<file path="src/design/rpd_pkg.sv">
// Shared types, constants and helper functions for the RK4 projectile drag step core.
package rpd_pkg;

    localparam int DRAG_W   = 24;
    localparam int GRAV_W   = 31;
    localparam int CFG_W    = 31;
    localparam int MUL_W    = 36;
    localparam int PROD_W   = 2 * MUL_W;
    localparam int ROOT_W   = 33;
    localparam int DIV_W    = 40;

    localparam logic [GRAV_W-1:0] GRAVITY_RST = 31'd642908;

    localparam logic REG_DRAG = 1'b0;
    localparam logic REG_GRAV = 1'b1;

    localparam logic MODE_LOAD = 1'b0;
    localparam logic MODE_STEP = 1'b1;

    typedef struct packed {
        logic               mode;
        logic signed [31:0] init_pos_x;
        logic signed [31:0] init_pos_y;
        logic signed [31:0] init_pos_z;
        logic signed [31:0] init_vel_x;
        logic signed [31:0] init_vel_y;
        logic signed [31:0] init_vel_z;
        logic [16:0]        step_time;
    } rpd_in_t;

    typedef struct packed {
        logic signed [31:0] out_pos_x;
        logic signed [31:0] out_pos_y;
        logic signed [31:0] out_pos_z;
        logic signed [31:0] out_vel_x;
        logic signed [31:0] out_vel_y;
        logic signed [31:0] out_vel_z;
        logic               saturated;
    } rpd_out_t;

    function automatic logic [31:0] f_mag(input logic signed [31:0] v);
        logic [31:0] m;
        m = v[31] ? 32'(-v) : 32'(v);
        return m;
    endfunction

    function automatic logic f_ovf(input logic signed [49:0] v);
        logic o;
        o = (v > 50'sd2147483647) || (v < -50'sd2147483648);
        return o;
    endfunction

    function automatic logic signed [31:0] f_clamp(input logic signed [49:0] v);
        logic signed [31:0] r;
        if (v > 50'sd2147483647)
        begin
            r = 32'sh7FFFFFFF;
        end
        else if (v < -50'sd2147483648)
        begin
            r = 32'sh80000000;
        end
        else
        begin
            r = v[31:0];
        end
        return r;
    endfunction

endpackage

</file>
<file path="src/design/rpd_mul.sv">
// Shared signed multiplier with a registered product.
module rpd_mul (
    input  logic                            clk,
    input  logic signed [rpd_pkg::MUL_W-1:0]  a,
    input  logic signed [rpd_pkg::MUL_W-1:0]  b,
    output logic signed [rpd_pkg::PROD_W-1:0] prod
);
    import rpd_pkg::*;

    logic signed [PROD_W-1:0] prod_reg;

    always_ff @(posedge clk)
    begin
        prod_reg <= a * b;
    end

    assign prod = prod_reg;

endmodule

</file>
<file path="config.mk">
export PLATFORM = sky130hd
export DESIGN_NAME = rpd_mul
export DESIGN_NICKNAME = d
export VERILOG_FILES = /design/src/design/rpd_pkg.sv /design/src/design/rpd_mul.sv
export SDC_FILE = /design/constraint.sdc
export NUM_CORES = 2
export LEC_CHECK = 0
export BUFFER_PORTS_ARGS = -buffer_cell sky130_fd_sc_hd__buf_2
export CORE_ASPECT_RATIO = 1.2
export CORE_UTILIZATION = 46
export CTS_CLUSTER_SIZE = 24
export DETAILED_ROUTE_END_ITERATION = 10
export PLACE_DENSITY_LB_ADDON = 0.08
export SETUP_SLACK_MARGIN = 0.5
export SLEW_MARGIN = 30
export SYNTH_ARGS = -nofsm -noshare
export SYNTH_HDL_FRONTEND = slang
export SYNTH_SLANG_ARGS = --single-unit
</file>
<file path="constraint.sdc">
create_clock -name clk -period 13.1 [get_ports clk]
set_clock_uncertainty 0.2 [all_clocks]
set_input_delay 2.62 -clock clk [delete_from_list [all_inputs] [get_ports clk]]
set_output_delay 2.62 -clock clk [all_outputs]
set_load 0.02 [all_outputs]
</file>
After elaboration in Yosys (flattened, before gate mapping) --
Index checks and enable logic that the tools add are counted.
Cells by class: $mul 1
Operator list (number):
- 36-bit by 36-bit multiplier with 72-bit output | 1
Storage, ports and cells: register bits 72, input port bits 73, output and inout port bits 72

Longest topological paths before layout --
depth in word-level cells 1, gate-level depth with buffers 30, mapped depth without buffers 27

Least setup slack after synthesis --
OpenSTA, ideal clock, no wires.
path kind input -> register, start point in a[35] (netlist name), end point reg prod_reg[69] (netlist: prod[69]), library setup time 131 ps, data arrival time 9868 ps, required time 12769 ps, setup slack 2902 ps, stages on the path 22, path buffers 3, cells stage by stage clkbuf_1 > clkbuf_1 > nand2_1 > inv_1 > fa_1 > fa_1 > fa_1 > fa_1 > fa_1 > fa_1 > fa_1 > fa_1 > ha_1 > clkbuf_1 > a21o_1 > a21o_1 > a21oi_1 > nand2_1 > and3_1 > a211oi_1 > o31ai_1 > xor2_1
On the way: word-level cells in the longest chain between the ends 1
Ends and longest elaborated chain:
- from (decl) | RTL line rpd_mul.sv:4 | input logic signed [rpd_pkg::MUL_W-1:0] a,
- 36-bit by 36-bit multiplier with 72-bit output | RTL line rpd_mul.sv:14 | prod_reg <= a * b;
- to (signal assigned) | RTL line rpd_mul.sv:14
- to (decl) | RTL line rpd_mul.sv:10 | logic signed [PROD_W-1:0] prod_reg;
No other way between the ends.

Worst setup path in the final report --
start point in b[1] (netlist name), end point reg prod_reg[69] (netlist: prod[69])
On the way: word-level cells in the longest chain between the ends 1
Ends and longest elaborated chain:
- from (decl) | RTL line rpd_mul.sv:5 | input logic signed [rpd_pkg::MUL_W-1:0] b,
- 36-bit by 36-bit multiplier with 72-bit output | RTL line rpd_mul.sv:14
No other way between the ends.

==> summary.txt <==
Status
  – Status: completed

Synth
  – Area fraction in compound gates after synthesis: 3.09%
  – Sequential area share after synthesis: 3.04%
  – Synth Register Bits: 72
  – Post-synthesis cell count: 5104
  – Largest family of logic cells by synthesized area: adder cells
  – Syn nets: 6775
  – Avg Inst Size Synth: 9.29 sq um
  – Simple-gate share of the synthesized area: 15.4%
  – Async SR Flop Fraction: 0%
  – Adder-Cell Fraction of Synth Area: 64.0%
  – Post-Synth XOR/XNOR Area: 1.48%
  – Cell Area, Synth: 47400 sq um
  – YS warnings: 0
  – Main synth FF type: dfxtp_1
  – Post-synth EDFFs: 0
  – Post-synthesis cell type count: 65
  – Post-synthesis mux area share: 0.0448%

Timing
  – Final Max Tran Viols: 0
  – Slew margin rel.: 31.5%
  – Setup violators final: 0
  – Min cycle time layout: 11.25 ns
  – Crit share post-route: 85.9%
  – Final Hold Vio Count: 0
  – Worst slew pin tran: 1.03 ns
  – Max Freq: 88.9 MHz
  – TNS Setup: 0 ns
  – RSZ-0062 raised after global routing: false

CTS
  – Post CTS Setup Buffer Count: 0
  – Post-CTS Hold Buffers: 0
  – Number of CTS-inserted buffers: 9
  – Worst-path clk slew: 0.07 ns
  – H-tree depth: 3
  – Clk root buf: clkbuf_16
  – CTS tree: yes
  – Clock Sinks: 72
  – # resized after CTS: 0
  – CTS Buffer Depth: 2

Placed design
  – GPL Wtd Cong: 0.947
  – Post-DP HPWL: 130000 um
  – Count of input and output buffers: 144

Critical path
  – Required time of the critical path: 13.18 ns
  – CP endpoint kind: flip-flop
  – CP Class: in2reg
  – Critical Path AT: 11.33 ns
  – Critical path peak fanout: 27
  – CP startpoint kind: input pin

Hold path
  – Hold depth: 3
  – Hold crit path type: in2reg

Floorplan
  – Die Area: 104000 sq um
  – DIE HEIGHT: 354 um
  – Initial Utilization: 46.6%
  – Boundary Pins: 145
  – DIE WIDTH: 295 um
  – Core Box Area: 102000 sq um
  – Number of cell rows: 128

Route
  – Pre-Repair DR Iteration Count: 6
  – Post-Route WL: 152000 um
  – DR vias/cell: 5.18
  – Drt first-iter violations: 1799
  – Wire per inst: 23.7 um
  – Via Count: 33100
  – DRC: 0
  – Post-DRT Antenna Nets: 0

Final layout
  – Layout cells sized above 1: 4.56%
  – Nets: 6687
  – Area growth, synth to finish: 4.19%
  – Largest register FFs: 72

Global routing
  – Grt total ovfl: 0
  – Largest net degree at the start of global routing: 38
  – Total GRT Usage: 30.5%
  – Vias in the first global route: 36900
  – First-pass GRT wire length: 231000 um
  – Initial antenna violation count: 12

Run
  – Max_cap viols: 0
-- metal layers --
layer	wire length, um	vias to the layer above	global-route usage, %	share of wire (%)
met2	83300	920	56.6	55
met5	84	-	0	0.055
met1	49300	17700	31.4	33
li1	-	14200	-	-
met4	13400	12	22.2	8.8
met3	5450	353	3.35	3.6
-- synth_stat cells, types with 3 or more instances --
master / count / area [sq um]
xnor2_1: 52 / 455
o41ai_1: 3 / 26.3
fa_1: 1379 / 27600
or3_1: 3 / 18.8
and3_1: 7 / 43.8
a31oi_1: 9 / 56.3
o21bai_1: 10 / 75.1
nand3_1: 18 / 90.1
o31ai_1: 3 / 22.5
and2_1: 559 / 3500
nand2b_1: 12 / 75.1
a21o_1: 37 / 278
a21boi_1: 3 / 22.5
buf_2: 5 / 25.0
a211oi_1: 8 / 60.1
a41oi_1: 3 / 26.3
nand2_1: 760 / 2850
xor2_1: 28 / 245
dfxtp_1: 72 / 1440
a311oi_1: 3 / 26.3
o21a_1: 7 / 52.6
nor3_1: 11 / 55.1
or2_2: 5 / 31.3
nor2b_1: 36 / 225
nand4_1: 20 / 125
clkbuf_1: 287 / 1080
o21ai_1: 15 / 75.1
nor2_1: 43 / 161
a21oi_1: 69 / 345
o21ai_0: 29 / 145
o311ai_0: 3 / 26.3
inv_1: 1344 / 5040
ha_1: 219 / 2740
o211ai_1: 4 / 30.0
-- kinds of logic (layout without fill, tap and decap cells) --
| kind of cell | after synthesis | in the layout |
|---|---|---|
| buffers and inverters | 1637 | 1554 |
| adders and majority gates | 1598 | 1598 |
| and+or+nand+nor | 1487 | 1487 |
| AOI/OAI and AO/OA | 228 | 228 |
| xor gates and xnor gates | 80 | 80 |
| DFF | 72 | 72 |
| muxes | 2 | 2 |
| other | 0 | 4 |
-- layout make-up --
| cell class | count | area (sq um) |
|---|---|---|
| fillers | 10100 | 52400 |
| clock buffers | 9 | 225 |
| diodes | 4 | 10.0 |
| inverters | 1344 | 5040 |
| well taps | 1365 | 1710 |
| clock inverters | 7 | 56.3 |
| flip-flops and latches | 72 | 1440 |
| repair buffers | 194 | 1100 |
| multi-input cells | 3395 | 39800 |
-- worst max-delay path: stages --
cell and delay, ns:
buf_2 0.69, buf_4 0.31, nand2_1 0.09, fa_1 0.56, fa_1 0.45, fa_1 0.55
fa_1 0.52, fa_1 0.52, inv_1 0.06, fa_1 0.51, fa_1 0.50, inv_1 0.05
fa_1 0.51, inv_1 0.05, ha_1 0.38, a21o_1 0.23, or2_2 0.30, a21oi_1 0.21
o2111ai_1 0.23, a31oi_1 0.84, o21ai_1 0.37, a211oi_1 0.45, o31ai_1 0.13, xor2_1 0.15
-- placed cells by master (no fill, tap or decap), types with 11 or more instances in the layout --
| cell | instances |
|---|---|
| fa_1 | 1379 |
| inv_1 | 1342 |
| nand2_1 | 760 |
| and2_1 | 559 |
| ha_1 | 218 |
| buf_2 | 144 |
| dfxtp_1 | 72 |
| a21oi_1 | 69 |
| xnor2_1 | 52 |
| buf_4 | 50 |
| nor2_1 | 43 |
| a21o_1 | 37 |
| nor2b_1 | 36 |
| o21ai_0 | 29 |
| xor2_1 | 28 |
| nand4_1 | 20 |
| nand3_1 | 18 |
| o21ai_1 | 15 |
| nand2b_1 | 12 |
| nor3_1 | 11 |
-- per-stage QoR --
stage / instance area, sq um / utilization, % / hold WS [ns] / instances / setup WS [ns]
after CTS: 49400 / 48.5 / 2.73 / 6386 / 1.96
after detailed placement: 49100 / 48.2 / 2.84 / 6370 / 1.56
after floorplan: 47400 / - / 2.74 / 5104 / 2.90
after global placement: 49100 / 48.2 / 2.84 / 6370 / 1.52
after global routing: 49400 / 48.5 / 2.75 / 6388 / 1.56
final: 49400 / 48.5 / 2.75 / 6390 / 1.85
-- final timing paths --
kind  slack [ns]        to  startpoint
max         1.85  prod[69]        b[1]
min         2.75   prod[1]        b[0]
Power is not shown: default switching activity piles up to over one toggle a cycle in this logic, so the estimate is an artifact.
