[src/design/rpd_pkg.sv]
// Shared types, constants and helper functions for the RK4 projectile drag step core.
package rpd_pkg;

    localparam int DRAG_W   = 24;
    localparam int GRAV_W   = 31;
    localparam int CFG_W    = 31;
    localparam int MUL_W    = 36;
    localparam int PROD_W   = 2 * MUL_W;
    localparam int ROOT_W   = 33;
    localparam int DIV_W    = 40;

    localparam logic [GRAV_W-1:0] GRAVITY_RST = 31'd642908;

    localparam logic REG_DRAG = 1'b0;
    localparam logic REG_GRAV = 1'b1;

    localparam logic MODE_LOAD = 1'b0;
    localparam logic MODE_STEP = 1'b1;

    typedef struct packed {
        logic               mode;
        logic signed [31:0] init_pos_x;
        logic signed [31:0] init_pos_y;
        logic signed [31:0] init_pos_z;
        logic signed [31:0] init_vel_x;
        logic signed [31:0] init_vel_y;
        logic signed [31:0] init_vel_z;
        logic [16:0]        step_time;
    } rpd_in_t;

    typedef struct packed {
        logic signed [31:0] out_pos_x;
        logic signed [31:0] out_pos_y;
        logic signed [31:0] out_pos_z;
        logic signed [31:0] out_vel_x;
        logic signed [31:0] out_vel_y;
        logic signed [31:0] out_vel_z;
        logic               saturated;
    } rpd_out_t;

    function automatic logic [31:0] f_mag(input logic signed [31:0] v);
        logic [31:0] m;
        m = v[31] ? 32'(-v) : 32'(v);
        return m;
    endfunction

    function automatic logic f_ovf(input logic signed [49:0] v);
        logic o;
        o = (v > 50'sd2147483647) || (v < -50'sd2147483648);
        return o;
    endfunction

    function automatic logic signed [31:0] f_clamp(input logic signed [49:0] v);
        logic signed [31:0] r;
        if (v > 50'sd2147483647)
        begin
            r = 32'sh7FFFFFFF;
        end
        else if (v < -50'sd2147483648)
        begin
            r = 32'sh80000000;
        end
        else
        begin
            r = v[31:0];
        end
        return r;
    endfunction

endpackage

[src/design/rpd_sqrt.sv]
// Iterative integer square root, rounded to nearest, two radicand bits per cycle.
module rpd_sqrt (
    input  logic                        clk,
    input  logic                        rst_n,
    input  logic                        start,
    input  logic [63:0]                 radicand,
    output logic                        done,
    output logic [rpd_pkg::ROOT_W-1:0]  root
);
    import rpd_pkg::*;

    logic [63:0]       r_reg;
    logic [63:0]       rem_reg;
    logic [63:0]       bit_reg;
    logic              busy_reg;
    logic              done_reg;
    logic [ROOT_W-1:0] root_reg;
    logic [63:0]       trial;

    assign trial = r_reg + bit_reg;

    always_ff @(posedge clk or negedge rst_n)
    begin
        if (!rst_n)
        begin
            busy_reg <= 1'b0;
            done_reg <= 1'b0;
        end
        else
        begin
            done_reg <= 1'b0;
            if (start)
            begin
                busy_reg <= 1'b1;
            end
            else if (busy_reg && (bit_reg == 64'd0))
            begin
                busy_reg <= 1'b0;
                done_reg <= 1'b1;
            end
        end
    end

    always_ff @(posedge clk)
    begin
        if (start)
        begin
            r_reg   <= 64'd0;
            rem_reg <= radicand;
            bit_reg <= 64'd1 << 62;
        end
        else if (busy_reg)
        begin
            if (bit_reg != 64'd0)
            begin
                if (rem_reg >= trial)
                begin
                    rem_reg <= rem_reg - trial;
                    r_reg   <= (r_reg >> 1) + bit_reg;
                end
                else
                begin
                    r_reg <= r_reg >> 1;
                end
                bit_reg <= bit_reg >> 2;
            end
            else
            begin
                root_reg <= (rem_reg > r_reg) ? ROOT_W'(r_reg + 64'd1) : ROOT_W'(r_reg);
            end
        end
    end

    assign done = done_reg;
    assign root = root_reg;

endmodule

[config.mk]
export PLATFORM = sky130hd
export DESIGN_NAME = rpd_sqrt
export DESIGN_NICKNAME = d
export VERILOG_FILES = /design/src/design/rpd_pkg.sv /design/src/design/rpd_sqrt.sv
export SDC_FILE = /design/constraint.sdc
export NUM_CORES = 1
export LEC_CHECK = 0
export ABC_AREA = 1
export BUFFER_PORTS_ARGS = -buffer_cell sky130_fd_sc_hd__buf_2
export CAP_MARGIN = 20
export CELL_PAD_IN_SITES_DETAIL_PLACEMENT = 1
export CELL_PAD_IN_SITES_GLOBAL_PLACEMENT = 1
export CORE_ASPECT_RATIO = 0.75
export CORE_MARGIN = 4
export CORE_UTILIZATION = 35
export CTS_CLUSTER_SIZE = 10
export DETAILED_ROUTE_END_ITERATION = 10
export GPL_TIMING_DRIVEN = 1
export PLACE_DENSITY_LB_ADDON = 0.2
export SYNTH_ARGS = -nofsm -noshare
export SYNTH_HDL_FRONTEND = slang
export SYNTH_SLANG_ARGS = --single-unit
[constraint.sdc]
create_clock -name clk -period 10.01 [get_ports clk]
set_input_delay 0.5005 -clock clk [delete_from_list [all_inputs] [get_ports clk]]
set_output_delay 0.5005 -clock clk [all_outputs]
set_load 0.05 [all_outputs]
Word level (Yosys, flattened, before mapping)
Index checks and enable logic that the tools add are counted.

storage, ports and cells
  register bits = 195
  output and inout port bits = 34
  bits of input ports = 67

cells by class
  add/sub/neg operators = 4
  muxes and demuxes = 10
  reductions and logical operators = 10
  order comparisons = 2
  bitwise gates (word level) = 2

operators with widths
  cell                                                             number
  64-bit two-way mux                                               5
  63-bit by 63-bit adder with 64-bit output                        1
  64-bit by 63-bit adder with 64-bit output                        1
  64-bit greater-or-equal comparator                               1
  64-bit > comparator                                              1
  64-bit zero test                                                 1
  64-bit nonzero test                                              1
  64-bit subtractor                                                1
  33-bit by 1-bit adder with 33-bit output, second input constant  1
  33-bit two-way mux                                               1
  2-bit nonzero test                                               4
  3-bit AND reduction                                              2
  1-bit two-way mux                                                4
  1-bit NOT                                                        2
  2-bit AND reduction                                              1
  1-bit logical AND                                                1

Longest topological paths before layout
  depth after elaboration = 6
  depth in mapped cells = 31
  depth with buffers taken out = 30

Least setup slack after synthesis
No wires, ideal clock.

  path kind = register -> register
  start point = register r_reg[0]
  end point = register rem_reg[0], enable pin
  setup time = 0.424 ns
  period minus slack after synthesis = 5.041 ns
  required time = 9.586 ns
  buffers on the path = 2
  setup slack = 4.969 ns
  arrival time = 4.617 ns
  cell stages (with the launch flop) = 27
  cells stage by stage = dfxtp_1 ha_1 ha_1 nand3_1 nand2_1 nand2_1 inv_1 or2_2 nand4_1 nand2_1 nand2_1 nand2_1 nand3_1 nand2_1 nand2_1 nand2_1 ha_1 nand2_1 nor2_1 nand2_1 nor2_1 a21oi_4 nand2_4 buf_8 buf_6 nand2_1 nand2_1

between the ends
  word-level cells in the longest chain between the ends = 4

RTL lines
  what                                       line            source
  start, declared                            rpd_sqrt.sv:12  logic [63:0] r_reg;
  start signal, assigned                     rpd_sqrt.sv:59  r_reg <= (r_reg >> 1) + bit_reg;
  start signal, assigned                     rpd_sqrt.sv:63  r_reg <= r_reg >> 1;
  64-bit by 63-bit adder with 64-bit output  rpd_sqrt.sv:20  assign trial = r_reg + bit_reg;
  64-bit greater-or-equal comparator         rpd_sqrt.sv:56  if (rem_reg >= trial)
  2-bit nonzero test (no line)               n/a
  3-bit AND reduction (no line)              n/a
  end signal, assigned                       rpd_sqrt.sv:49  rem_reg <= radicand;
  end signal, assigned                       rpd_sqrt.sv:58  rem_reg <= rem_reg - trial;
  end, declared                              rpd_sqrt.sv:13  logic [63:0] rem_reg;

No other way between the ends.
A chain may end at the register's enable or synchronous reset.

Final worst setup path
  start point = register r_reg[16]
  end point = register rem_reg[55], enable pin

The elaborated chain is that of the path after synthesis.

==> impl_results.md <==
* Outcome: finished clean
* PostCTS Resize Cnt at 0
* Gr ovfl total at 0
* Average wire per cell in the routed design at 22.1 µm
* FF-to-FF Start: r_reg[16]$_SDFFE_PP0P_
* Seq cells post-synth at 195
* VDD IR-drop max at roughly 150 µV
* GP Congestion at slightly below 1
* Setup slack, reg-to-reg at 3.61 ns
* R2r endpoint: rem_reg[55]$_DFFE_PP_
* Die height at roughly 230 µm
* Leakage power at around 11 nW
* PwrDens at 282 nW/µm²
* Period utilization at 63.9%
* Post-Route WL at 107 mm
* CP cell instances: ha_1, nand2_1, o21ai_0, inv_1, o21ai_0, nor2_1, nand2_1, nand2_1, nand2_1, xor2_1, ha_1, nand2_1, nor2_2, nand2_1, nor2_2, nand4_1, nand3_2, nand2_4, nand2_4, nand2_1, nand2_2, buf_4
* Worst slew pin tran at ~1 ns
* DRT antenna net count at 0
* Number of I/O pins at between 100 and 150
* Clk_lat worst skew at 0.53 ns
* Buffers on Ports at 100
* Most used cell along the critical path: nand2_1
* Clock Path Buffers at 2
* # placed instances at 4,795
* CTS root buf: clkbuf_16
* CTS tree: yes
* Slowest stage cell, crit path: buf_4
* Total of max-cap violations at 0
* Worst path arrival time at 6.55 ns
* Termination of the worst setup path: rem_reg[55]$_DFFE_PP_
* Layout Cells excl Fill at approximately 4,800
* Worst hold margin at 0.242 ns
* Fin util at 38.1%
* Clock transition at path regs at 0.08 ns
* Die Footprint at approximately 70,000 µm²
* Number of enable flip-flop cells after synthesis at 97
* Clock sink count at 195
* Syn nets at 4,159
* Pre-CTS setup slack at 3.79 ns
* Type of the tightest min-delay check: in -> reg
* # diodes at 0
* Initial Utilization at 35.3%
* Final slew viol count at 0
* Vias per cell at 5.42
* GRT Total Usage at 29.8%
* Total negative setup slack at 0 ns
* Asr flop ratio synth at 1.03%
* Final min period at about 6.4 ns
* Area of the mapped netlist at 23,000 µm²
* Final clock skew at 0.0162 ns
* Syn_area_per_cell at 5.91 µm²
* Path depth of the worst reg2reg path at 22
* Detailed Place HPWL at approximately 90 mm
* Max FO, Critical Path at 64
* First-pass GRT wire length at 158 mm
* H-tree depth at 4
* Crit Path Class: reg -> reg
* Num CTS Buffers at 17
* Sequential area share after synthesis at 21.2%
* Worst path buffer plus inverter count at 2
* # fillers at 8,954
* Max stage delay on crit path at 0.75 ns
* Most frequently used flop master after synthesis: edfxtp_1
* DRT iter0 DRCs at 2,258
* WP data required at 10.16 ns
* Slew headroom at 34.6%
* Worst setup EP type: flop
* Rows at 81
* WP depth at 22
* Nets at approximately 4,200
* Final setup violating endpoints at 0
* Crit path max-delay family: simple AND/OR/NAND/NOR gates
* Antenna violations before repair at 0
* CP Launch Type: flop
* Final hold violation count at 0
* Core box area at roughly 65,000 µm²
* Synth Instances at 3,896
* Share of cells above drive strength 1 at 5.28%
* Pin count of the biggest net entering global routing at 77
* DR pass1 iterations at 5
* Synthesis-to-layout area growth at 7.91%
* Synth cell types at 51
* Vias in the first global route at 25,800
* Max Clk Rate at roughly 160 MHz
* Final worst slack at 3.61 ns
* Die Wd at between 300 and 400 µm
* # DRC at 0
* Worst Setup SP: r_reg[16]$_SDFFE_PP0P_
* Vias at 26,200
* Commonest non-fill, non-tap cells in the layout: nand2_1 (1,280), inv_1 (542), nor2_1 (409), nand3_1 (357), a21oi_1 (201)
* RSZ-0062 raised after global routing: no
* Yosys warns at 0
* Commonest non-fill, non-tap cell in the layout: nand2_1
==> cells in the mapped netlist (2+ instances only) <==
library cell	instances	area (µm²)
nor2_1	409	1540
a21oi_1	201	1010
nand3_1	357	1790
a21oi_2	4	35.0
xor2_1	68	596
buf_8	4	60.1
ha_1	195	2440
edfxtp_1	97	2910
clkinv_1	2	7.51
clkbuf_1	27	101
nor3_1	58	290
buf_6	2	22.5
xnor2_1	45	394
a31oi_1	7	43.8
nand4_1	50	313
o21ai_0	177	886
nand2_4	2	22.5
nand2_2	6	37.5
a21boi_0	6	45.0
o21a_1	4	30.0
nand3_2	2	20.0
a211oi_1	4	30.0
nand3b_1	22	165
o21bai_1	22	165
dfrtp_1	2	50.1
a21o_1	10	75.1
inv_2	11	41.3
nor2_2	10	62.6
nand2_1	1282	4810
inv_1	542	2030
dfxtp_1	96	1920
buf_1	6	22.5
a31o_2	2	17.5
buf_4	7	52.6
buf_2	42	210
and2_1	3	18.8
nor4_1	26	163
o21ai_1	21	105
or2_2	18	113
o22ai_1	30	188
o211ai_1	7	52.6
==> report_power, final <==
group | switching (mW) | internal (mW)
Combinational | 3.28 | 1.44
Clock | 0.382 | 0.340
Sequential | 0.372 | 1.17
Total | 4.04 | 2.96
==> area by class of cell <==
cell class	count	area [µm²]	area share (%)
multi-input combinational	3057	15600	62.7
sequential	195	4880	19.7
inverter	555	2080	8.39
tap	871	1090	4.39
timing repair buffer	118	638	2.57
clock buffer	19	454	1.83
clock inverter	13	118	0.474
==> kinds of logic after synthesis <==
group / Yosys count / share of synthesized area [%]
AOI/OAI and AO/OA: 498 / 11.8
xor gates and xnor gates: 113 / 4.30
adders and majority gates: 196 / 10.7
buffers and inverters: 644 / 11.2
DFF: 195 / 21.2
and+or+nand+nor: 2250 / 40.8
==> routing by layer <==
layer / global-route usage (%) / part of all wire, % / up-vias / wire (µm)
li1: - / - / 12700 / -
met1: 45.7 / 51 / 12600 / 54300
met2: 43.4 / 41 / 780 / 43300
met3: 4.76 / 6.8 / 89 / 7280
met4: 6.71 / 1.8 / 0 / 1950
met5: 0 / 0 / - / 0
==> worst reg2reg max path, delay by kind of cell (launching register included) <==
| kind | cells | cell delay [ns] |
|---|---|---|
| DFF | 1 | 0.66 |
| xor gates and xnor gates | 1 | 0.35 |
| buffers and inverters | 2 | 0.83 |
| and+or+nand+nor | 15 | 2.75 |
| adders and majority gates | 2 | 0.66 |
| AOI/OAI and AO/OA | 2 | 0.72 |
==> metrics by stage <==
| stage | cell area [µm²] | total power, mW |
|---|---|---|
| floorplan | 23000 | 4.68 |
| global placement | 24200 | 6.11 |
| detailed placement | 24200 | 6.17 |
| CTS | 24800 | 6.91 |
| global route | 24800 | 7.58 |
| finish | 24800 | 6.99 |
==> worst min-delay path by stage <==
stage	start	end	slack, ns	cells past startpoint
after global routing	radicand[35]	rem_reg[35]$_DFFE_PP_	0.23	3
after global placement	rst_n	done$_DFF_PN0_	0.29	1
after CTS	radicand[35]	rem_reg[35]$_DFFE_PP_	0.21	3
after detailed placement	rst_n	done$_DFF_PN0_	0.29	1
final	radicand[35]	rem_reg[35]$_DFFE_PP_	0.24	3
after floorplan	rst_n	busy_reg$_DFFE_PN0P_	0.20	0
==> timing repair <==
action,in CTS,in global routing
hold buffers,1,0
endpoints found under the setup margin,0,0
hold endpoints to repair,2,0
buffers inserted,0,0
No activity file was read; power rests on OpenSTA's default activity.
