--- src/design/rpd_pkg.sv ---
// Shared types, constants and helper functions for the RK4 projectile drag step core.
package rpd_pkg;

    localparam int DRAG_W   = 24;
    localparam int GRAV_W   = 31;
    localparam int CFG_W    = 31;
    localparam int MUL_W    = 36;
    localparam int PROD_W   = 2 * MUL_W;
    localparam int ROOT_W   = 33;
    localparam int DIV_W    = 40;

    localparam logic [GRAV_W-1:0] GRAVITY_RST = 31'd642908;

    localparam logic REG_DRAG = 1'b0;
    localparam logic REG_GRAV = 1'b1;

    localparam logic MODE_LOAD = 1'b0;
    localparam logic MODE_STEP = 1'b1;

    typedef struct packed {
        logic               mode;
        logic signed [31:0] init_pos_x;
        logic signed [31:0] init_pos_y;
        logic signed [31:0] init_pos_z;
        logic signed [31:0] init_vel_x;
        logic signed [31:0] init_vel_y;
        logic signed [31:0] init_vel_z;
        logic [16:0]        step_time;
    } rpd_in_t;

    typedef struct packed {
        logic signed [31:0] out_pos_x;
        logic signed [31:0] out_pos_y;
        logic signed [31:0] out_pos_z;
        logic signed [31:0] out_vel_x;
        logic signed [31:0] out_vel_y;
        logic signed [31:0] out_vel_z;
        logic               saturated;
    } rpd_out_t;

    function automatic logic [31:0] f_mag(input logic signed [31:0] v);
        logic [31:0] m;
        m = v[31] ? 32'(-v) : 32'(v);
        return m;
    endfunction

    function automatic logic f_ovf(input logic signed [49:0] v);
        logic o;
        o = (v > 50'sd2147483647) || (v < -50'sd2147483648);
        return o;
    endfunction

    function automatic logic signed [31:0] f_clamp(input logic signed [49:0] v);
        logic signed [31:0] r;
        if (v > 50'sd2147483647)
        begin
            r = 32'sh7FFFFFFF;
        end
        else if (v < -50'sd2147483648)
        begin
            r = 32'sh80000000;
        end
        else
        begin
            r = v[31:0];
        end
        return r;
    endfunction

endpackage

--- src/design/rpd_div3.sv ---
// Radix-16 digit-serial divider by three for an unsigned operand.
module rpd_div3 (
    input  logic                       clk,
    input  logic                       rst_n,
    input  logic                       start,
    input  logic [rpd_pkg::DIV_W-1:0]  dividend,
    output logic                       done,
    output logic [rpd_pkg::DIV_W-1:0]  quotient
);
    import rpd_pkg::*;

    localparam int DIGITS = DIV_W / 4;

    logic [DIV_W-1:0] shr_reg;
    logic [DIV_W-1:0] quo_reg;
    logic [1:0]       rem_reg;
    logic [3:0]       cnt_reg;
    logic             busy_reg;
    logic             done_reg;
    logic [5:0]       val;
    logic [11:0]      scaled;
    logic [3:0]       qd;
    logic [5:0]       back;

    assign val    = {rem_reg, shr_reg[DIV_W-1 -: 4]};
    assign scaled = 12'(val) * 12'd43;
    assign qd     = scaled[10:7];
    assign back   = val - 6'(qd) * 6'd3;

    always_ff @(posedge clk or negedge rst_n)
    begin
        if (!rst_n)
        begin
            busy_reg <= 1'b0;
            done_reg <= 1'b0;
            cnt_reg  <= 4'd0;
        end
        else
        begin
            done_reg <= 1'b0;
            if (start)
            begin
                busy_reg <= 1'b1;
                cnt_reg  <= 4'd0;
            end
            else if (busy_reg)
            begin
                if (cnt_reg == 4'(DIGITS - 1))
                begin
                    busy_reg <= 1'b0;
                    done_reg <= 1'b1;
                end
                cnt_reg <= cnt_reg + 4'd1;
            end
        end
    end

    always_ff @(posedge clk)
    begin
        if (start)
        begin
            shr_reg <= dividend;
            quo_reg <= '0;
            rem_reg <= 2'd0;
        end
        else if (busy_reg)
        begin
            shr_reg <= shr_reg << 4;
            quo_reg <= {quo_reg[DIV_W-5:0], qd};
            rem_reg <= back[1:0];
        end
    end

    assign done     = done_reg;
    assign quotient = quo_reg;

endmodule

--- config.mk ---
export PLATFORM = sky130hd
export DESIGN_NAME = rpd_div3
export DESIGN_NICKNAME = d
export VERILOG_FILES = /design/src/design/rpd_pkg.sv /design/src/design/rpd_div3.sv
export SDC_FILE = /design/constraint.sdc
export NUM_CORES = 1
export LEC_CHECK = 0
export BUFFER_PORTS_ARGS = -buffer_cell sky130_fd_sc_hd__buf_2
export CORE_MARGIN = 10
export CORE_UTILIZATION = 59
export DETAILED_ROUTE_END_ITERATION = 8
export GPL_ROUTABILITY_DRIVEN = 0
export GPL_TIMING_DRIVEN = 1
export PLACE_DENSITY = 0.94
export SLEW_MARGIN = 25
export SYNTH_ARGS = -nofsm -noshare
export SYNTH_HDL_FRONTEND = slang
export SYNTH_SLANG_ARGS = --single-unit
--- constraint.sdc ---
create_clock -name clk -period 6.71 [get_ports clk]
set_input_delay 1.0065 -clock clk [delete_from_list [all_inputs] [get_ports clk]]
set_output_delay 1.0065 -clock clk [all_outputs]
set_load 0.02 [all_outputs]
==> After elaboration in Yosys (flattened, before gate mapping) <==
Index checks and enable logic that the tools add are counted.
Widths: inputs -> output; s select.
{ "totals": {"reg_bits": 88, "latch_bits": 0, "mem_bits_rw": 0, "romBits": 0, "in_bits": 43, "output_inout_bits": 41, "elab_cells": 22, "mem_count": 0} }
{ "op_classes": {"addsub": 2, "multipliers": 2, "n_div": 0, "order_cmp": 0, "eq_ne": 1, "shift": 0, "mux": 10, "n_bitwise": 0, "reduce_logical": 1} }
{ "op_table": {"columns": ["cell", "n"], "rows": [
  ["$mux 40", 2],
  ["$mul 6x6->11 const B", 1],
  ["$mux 4", 2],
  ["$mux 1", 6],
  ["$add 4x1->4 const B", 1],
  ["$eq 4x4->1 const B", 1],
  ["$mul 4x2->2 const B", 1],
  ["$reduce_bool 2->1", 1],
  ["$sub 2x2->2", 1]
]} }

==> Longest topological paths before layout <==
{ "logic_depth": {"depth_word": 4, "ltp_mapped": 18, "mapped_depth_nobuf": 18} }

==> Worst setup path before layout <==
Ideal clock, no wire load.
{ "synth_path": {"path_type": "flip-flop to flip-flop", "from": "reg shr_reg[37]", "to": "reg rem_reg[1]", "setup_ns": 0.086, "arrival_ns": 4.019, "t_required_ns": 6.624, "slack_ns": 2.605, "stages_incl_launch_ff": 19, "n_path_buf": 0, "period_less_slack_ns": 4.105, "path_cell_list": "edfxtp_1 ha_1 inv_1 fa_1 fa_1 inv_1 ha_1 nand4_1 o21ai_1 a21oi_1 xnor2_2 ha_1 inv_1 ha_1 nor2_1 xor2_1 xnor3_1 xnor2_1 a211oi_1"} }
{ "synth_via": {"elab_chain_cells": 3} }
{ "synth_rtl": {"columns": ["element", "line_no", "text"], "rows": [
  ["start, declared", "rpd_div3.sv:14", "logic [DIV_W-1:0] shr_reg;"],
  ["start signal, assigned", "rpd_div3.sv:62", "shr_reg <= dividend;"],
  ["start signal, assigned", "rpd_div3.sv:68", "shr_reg <= shr_reg << 4;"],
  ["$mul 6x6->11", "rpd_div3.sv:26", "assign scaled = 12'(val) * 12'd43;"],
  ["net scaled[7]", "rpd_div3.sv:21", "logic [11:0] scaled;"],
  ["$mul 4x2->2", "rpd_div3.sv:28", "assign back = val - 6'(qd) * 6'd3;"],
  ["$sub 2x2->2", "rpd_div3.sv:28", null],
  ["end signal, assigned", "rpd_div3.sv:70", "rem_reg <= back[1:0];"],
  ["end, declared", "rpd_div3.sv:16", "logic [1:0] rem_reg;"]
]} }
The timed path passes the listed nets, and every way through them passes these cells.
A chain may end at the register's enable or synchronous reset.

==> Worst setup path in the final report <==
Ends and elaborated chain as after synthesis.

==> metrics.txt <==
# TYPE chip_impl_metric gauge
chip_impl_metric{name="finish.net_count",unit=""} 473
chip_impl_metric{name="syn_nets",unit=""} 393
chip_impl_metric{name="synthesis.area",unit="mm²"} 0.004058
chip_impl_metric{name="slew_violations",unit=""} 0
chip_impl_info{name="status",value="completed"} 1
chip_impl_info{name="path_class",value="reg -> reg"} 1
chip_impl_metric{name="detail_route.first_pass.iterations",unit=""} 4
chip_impl_metric{name="drtAntennaViolNets",unit=""} 0
chip_impl_metric{name="core_area",unit="mm²"} 0.006756
chip_impl_metric{name="synth.ff_latch_count",unit=""} 88
chip_impl_metric{name="hold_viol_final",unit=""} 0
chip_impl_metric{name="post_synth_inst_count",unit=""} 317
chip_impl_metric{name="critPathArrivalTime",unit="ns"} 4.71
chip_impl_metric{name="synth_area_per_cell",unit="µm²"} 12.80
chip_impl_metric{name="postRouteWirelength",unit="µm"} 8215
chip_impl_info{name="clock-root-buffer",value="sky130_fd_sc_hd__clkbuf_8"} 1
chip_impl_metric{name="synth_warnings",unit=""} 0
chip_impl_metric{name="cts_hold_repair.buffers",unit=""} 0
chip_impl_metric{name="pin_count_of_the_biggest_net_entering_global_routing",unit=""} 54
chip_impl_info{name="r2r_start",value="shr_reg[37]$_DFFE_PP_"} 1
chip_impl_info{name="postSynth.topFlopCell",value="sky130_fd_sc_hd__dfxtp_1"} 1
chip_impl_metric{name="cp_max_fo",unit=""} 7
chip_impl_metric{name="dp_hpwl",unit="µm"} 5855
chip_impl_metric{name="regToRegSetupSlack",unit="ns"} 2.27
chip_impl_metric{name="initial_core_util",unit="%"} 60.06
chip_impl_metric{name="max_stage_delay",unit="ns"} 0.55
chip_impl_metric{name="global_route.usage.met1",unit="%"} 17.63
chip_impl_metric{name="grt_overflow",unit=""} 0
chip_impl_metric{name="worstPathBufferInverterCount",unit=""} 3
chip_impl_metric{name="timing.reg2reg.worst_path_depth",unit=""} 18
chip_impl_metric{name="synthDistinctLibCells",unit=""} 36
chip_impl_metric{name="vdd_drop_max",unit="µV"} 203.9
chip_impl_metric{name="placement_rows",unit=""} 30
chip_impl_metric{name="setup_tns",unit="ns"} 0
chip_impl_metric{name="met2_usage",unit="%"} 28.72
chip_impl_info{name="grt.busiest_layer",value="met2"} 1
chip_impl_metric{name="first_global_vias",unit=""} 2738
chip_impl_metric{name="synth_enable_flop_cells",unit=""} 40
chip_impl_metric{name="cellLeakagePower",unit="nW"} 2.407
chip_impl_metric{name="die_w",unit="µm"} 102.9
chip_impl_metric{name="area_growth_syn_to_layout",unit="%"} 17.45
chip_impl_metric{name="ys_async_sr_fraction",unit="%"} 6.818
chip_impl_metric{name="cts_buffer_depth",unit=""} 2
chip_impl_metric{name="chipHeight",unit="µm"} 102.9
chip_impl_metric{name="finalWorstPathRequiredPeriod",unit="ns"} 4.443
chip_impl_info{name="r2r_end",value="rem_reg[1]$_SDFFE_PP0P_"} 1
chip_impl_metric{name="cts_inserted_buffers",unit=""} 9
chip_impl_info{name="cpMaxStageDelayCell",value="sky130_fd_sc_hd__fa_1"} 1
chip_impl_info{name="worst_hold_path_type",value="in -> async"} 1
chip_impl_metric{name="post_drt_via_cell_ratio",unit=""} 5.369
chip_impl_metric{name="pwr_density_cell",unit="mW/mm²"} 369.1
chip_impl_info{name="tritoncts",value="yes"} 1
chip_impl_metric{name="dr_total_vias",unit=""} 2593
chip_impl_metric{name="cts_sinks",unit=""} 88
chip_impl_metric{name="number_of_antenna_violations_at_the_first_check_in_global_routing",unit=""} 1
chip_impl_metric{name="port_buffers",unit=""} 83
chip_impl_metric{name="setup_violations",unit=""} 0
chip_impl_metric{name="drc_errors",unit=""} 0
chip_impl_metric{name="drt_first_iter_violations",unit=""} 124
chip_impl_info{name="critPathLaunchType",value="flip-flop"} 1
chip_impl_metric{name="wl_per_cell",unit="µm"} 17.01
chip_impl_metric{name="crit_required",unit="ns"} 6.98
chip_impl_info{name="timing.critical_path.to_type",value="flip-flop"} 1
chip_impl_metric{name="seq_area_frac_synth",unit="%"} 54.02
chip_impl_metric{name="fillCellCount",unit=""} 457
chip_impl_info{name="unrepaired_setup_endpoints_after_global_routing",value="false"} 1
chip_impl_metric{name="skew",unit="ns"} 0.008551
chip_impl_metric{name="max_cap_violations",unit=""} 0
chip_impl_metric{name="drive_gt1_share",unit="%"} 35.32
chip_impl_metric{name="htreeDepth",unit=""} 3
chip_impl_metric{name="clk_transition_reported_paths",unit="ns"} 0.09
chip_impl_metric{name="global_route_wire_length_before_repair",unit="µm"} 13400
chip_impl_metric{name="achievable-frequency",unit="GHz"} 0.2251
chip_impl_metric{name="grt_util_all_layers",unit="%"} 16.22
chip_impl_metric{name="cts-resized-gates",unit=""} 0
chip_impl_metric{name="die_area",unit="mm²"} 0.01059
chip_impl_metric{name="clock_insertion_delay_worst_skew",unit="ns"} 0.35
chip_impl_metric{name="worst_pin_slew",unit="ns"} 0.9185
chip_impl_info{name="cp_common_cell",value="sky130_fd_sc_hd__ha_1"} 1
chip_impl_metric{name="finalPower",unit="mW"} 1.759
chip_impl_metric{name="slew-limit-headroom",unit="%"} 38.77
chip_impl_info{name="worstPathCellList",value="ha_1 > inv_1 > fa_1 > fa_1 > inv_1 > ha_1 > nand4_1 > o21ai_1 > a21oi_1 > xnor2_2 > ha_1 > inv_1 > ha_1 > nor2_1 > xor2_1 > xnor3_1 > xnor2_1 > a211oi_1"} 1
chip_impl_info{name="critical_path_start",value="shr_reg[37]$_DFFE_PP_"} 1
chip_impl_metric{name="top_level_ports",unit=""} 84
chip_impl_metric{name="post-cts-setup-buffer-count",unit=""} 0
chip_impl_metric{name="use_met3",unit="%"} 6.501
chip_impl_info{name="path_delay_family",value="adder cells"} 1
chip_impl_metric{name="timing.final.crit_share",unit="%"} 66.22
## cell usage after synthesis (all sizes together) (2+ instances only)
master / count / share of area (%)
fa: 4 / 2.0
mux2i: 37 / 9.1
buf: 10 / 1.1
dfrtp: 6 / 3.7
inv: 16 / 1.5
xnor2: 7 / 1.7
a211oi: 4 / 0.74
edfxtp: 40 / 30
a21oi: 2 / 0.34
ha: 29 / 8.9
o211ai: 2 / 0.49
a31oi: 2 / 0.31
xor2: 3 / 0.65
dfxtp: 42 / 21
clkbuf: 6 / 0.56
nor2b: 3 / 0.46
nand4: 2 / 0.31
nor2: 47 / 4.3
mux2: 36 / 10
nand2b: 3 / 0.46
nand3b: 2 / 0.37
and2: 5 / 0.83
o21ai: 2 / 0.25
## logic make-up after synthesis
kind of cell    count (synthesis)  synth area share [%]
flops                          88                 54.02
mux                            73                 19.12
simple gates                   66                 7.339
fa+ha+maj                      33                 10.92
buf+inv                        32                 3.176
compound gates                 14                 2.528
xor+xnor                       11                 2.899
## worst max path at each step
stage / slack, ns / endpoint / depth (start not counted)
finish: 2.27 / rem_reg[1]$_SDFFE_PP0P_ / 18
global route: 1.99 / rem_reg[1]$_SDFFE_PP0P_ / 18
CTS: 2.25 / rem_reg[1]$_SDFFE_PP0P_ / 18
detailed placement: 2.26 / rem_reg[1]$_SDFFE_PP0P_ / 18
global placement: 2.50 / rem_reg[1]$_SDFFE_PP0P_ / 18
floorplan: 2.61 / rem_reg[1]$_SDFFE_PP0P_ / 18
## routing by layer
metal	up-vias	routed length, µm
met3	10	568
met4	0	95
met1	1258	3259
li1	1266	-
met2	59	4291
met5	-	0
## worst reg2reg max path, stage by stage, from the launching register on
cell                       delay (ns)
sky130_fd_sc_hd__edfxtp_1        0.54
sky130_fd_sc_hd__ha_1            0.36
sky130_fd_sc_hd__inv_1           0.10
sky130_fd_sc_hd__fa_1            0.45
sky130_fd_sc_hd__fa_1            0.56
sky130_fd_sc_hd__inv_1           0.04
sky130_fd_sc_hd__ha_1            0.31
sky130_fd_sc_hd__nand4_1         0.15
sky130_fd_sc_hd__o21ai_1         0.16
sky130_fd_sc_hd__a21oi_1         0.11
sky130_fd_sc_hd__xnor2_2         0.17
sky130_fd_sc_hd__ha_1            0.32
sky130_fd_sc_hd__inv_1           0.05
sky130_fd_sc_hd__ha_1            0.16
sky130_fd_sc_hd__nor2_1          0.12
sky130_fd_sc_hd__xor2_1          0.18
sky130_fd_sc_hd__xnor3_1         0.24
sky130_fd_sc_hd__xnor2_1         0.13
sky130_fd_sc_hd__a211oi_1        0.22
## power by group
part / internal [mW] / switching, mW / leakage, nW
combinational: 0.339 / 0.331 / 1.44
sequential: 0.617 / 0.0367 / 0.848
clock: 0.248 / 0.188 / 0.117
## layout make-up
class | count | area, µm² | area share (%)
repair buffers | 85 | 430.4 | 9.031
flip-flops and latches | 88 | 2193 | 46.02
clock buffers | 9 | 123.9 | 2.599
diodes | 1 | 2.502 | 0.05251
clock inverters | 7 | 118.9 | 2.494
inverters | 16 | 60.06 | 1.260
well taps | 80 | 100.1 | 2.100
multi-input cells | 197 | 1737 | 36.44
## layout by cell type, fill, tap and decap left out, drive strengths merged, types with 3 or more instances in the layout
| cell | synthesis | final |
|---|---|---|
| xor2 | 3 | 3 |
| mux2i | 37 | 37 |
| fa | 4 | 4 |
| a211oi | 4 | 4 |
| inv | 16 | 17 |
| mux2 | 36 | 36 |
| clkbuf | 6 | 9 |
| nor2b | 3 | 3 |
| buf | 10 | 85 |
| bufinv | 0 | 3 |
| nand2b | 3 | 3 |
| ha | 29 | 29 |
| dfxtp | 42 | 42 |
| dfrtp | 6 | 6 |
| edfxtp | 40 | 40 |
| nor2 | 47 | 47 |
| and2 | 5 | 5 |
| xnor2 | 7 | 7 |
## stage by stage
| step | instances | area [µm²] | hold WS [ns] | worst slack (ns) | utilization (%) |
|---|---|---|---|---|---|
| 2_1_floorplan | 317 | 4058 | 0.4939 | 2.605 | - |
| 3_3_place_gp | 466 | 4521 | 0.4673 | 2.501 | 66.91 |
| 3_5_place_dp | 466 | 4521 | 0.4744 | 2.262 | 66.91 |
| 4_1_cts | 482 | 4763 | 0.4597 | 2.246 | 70.50 |
| 5_1_grt | 482 | 4763 | 0.4558 | 1.994 | 70.50 |
| 6_report | 483 | 4766 | 0.4670 | 2.267 | 70.54 |
Note: power is estimated with default switching activity, not from simulation.
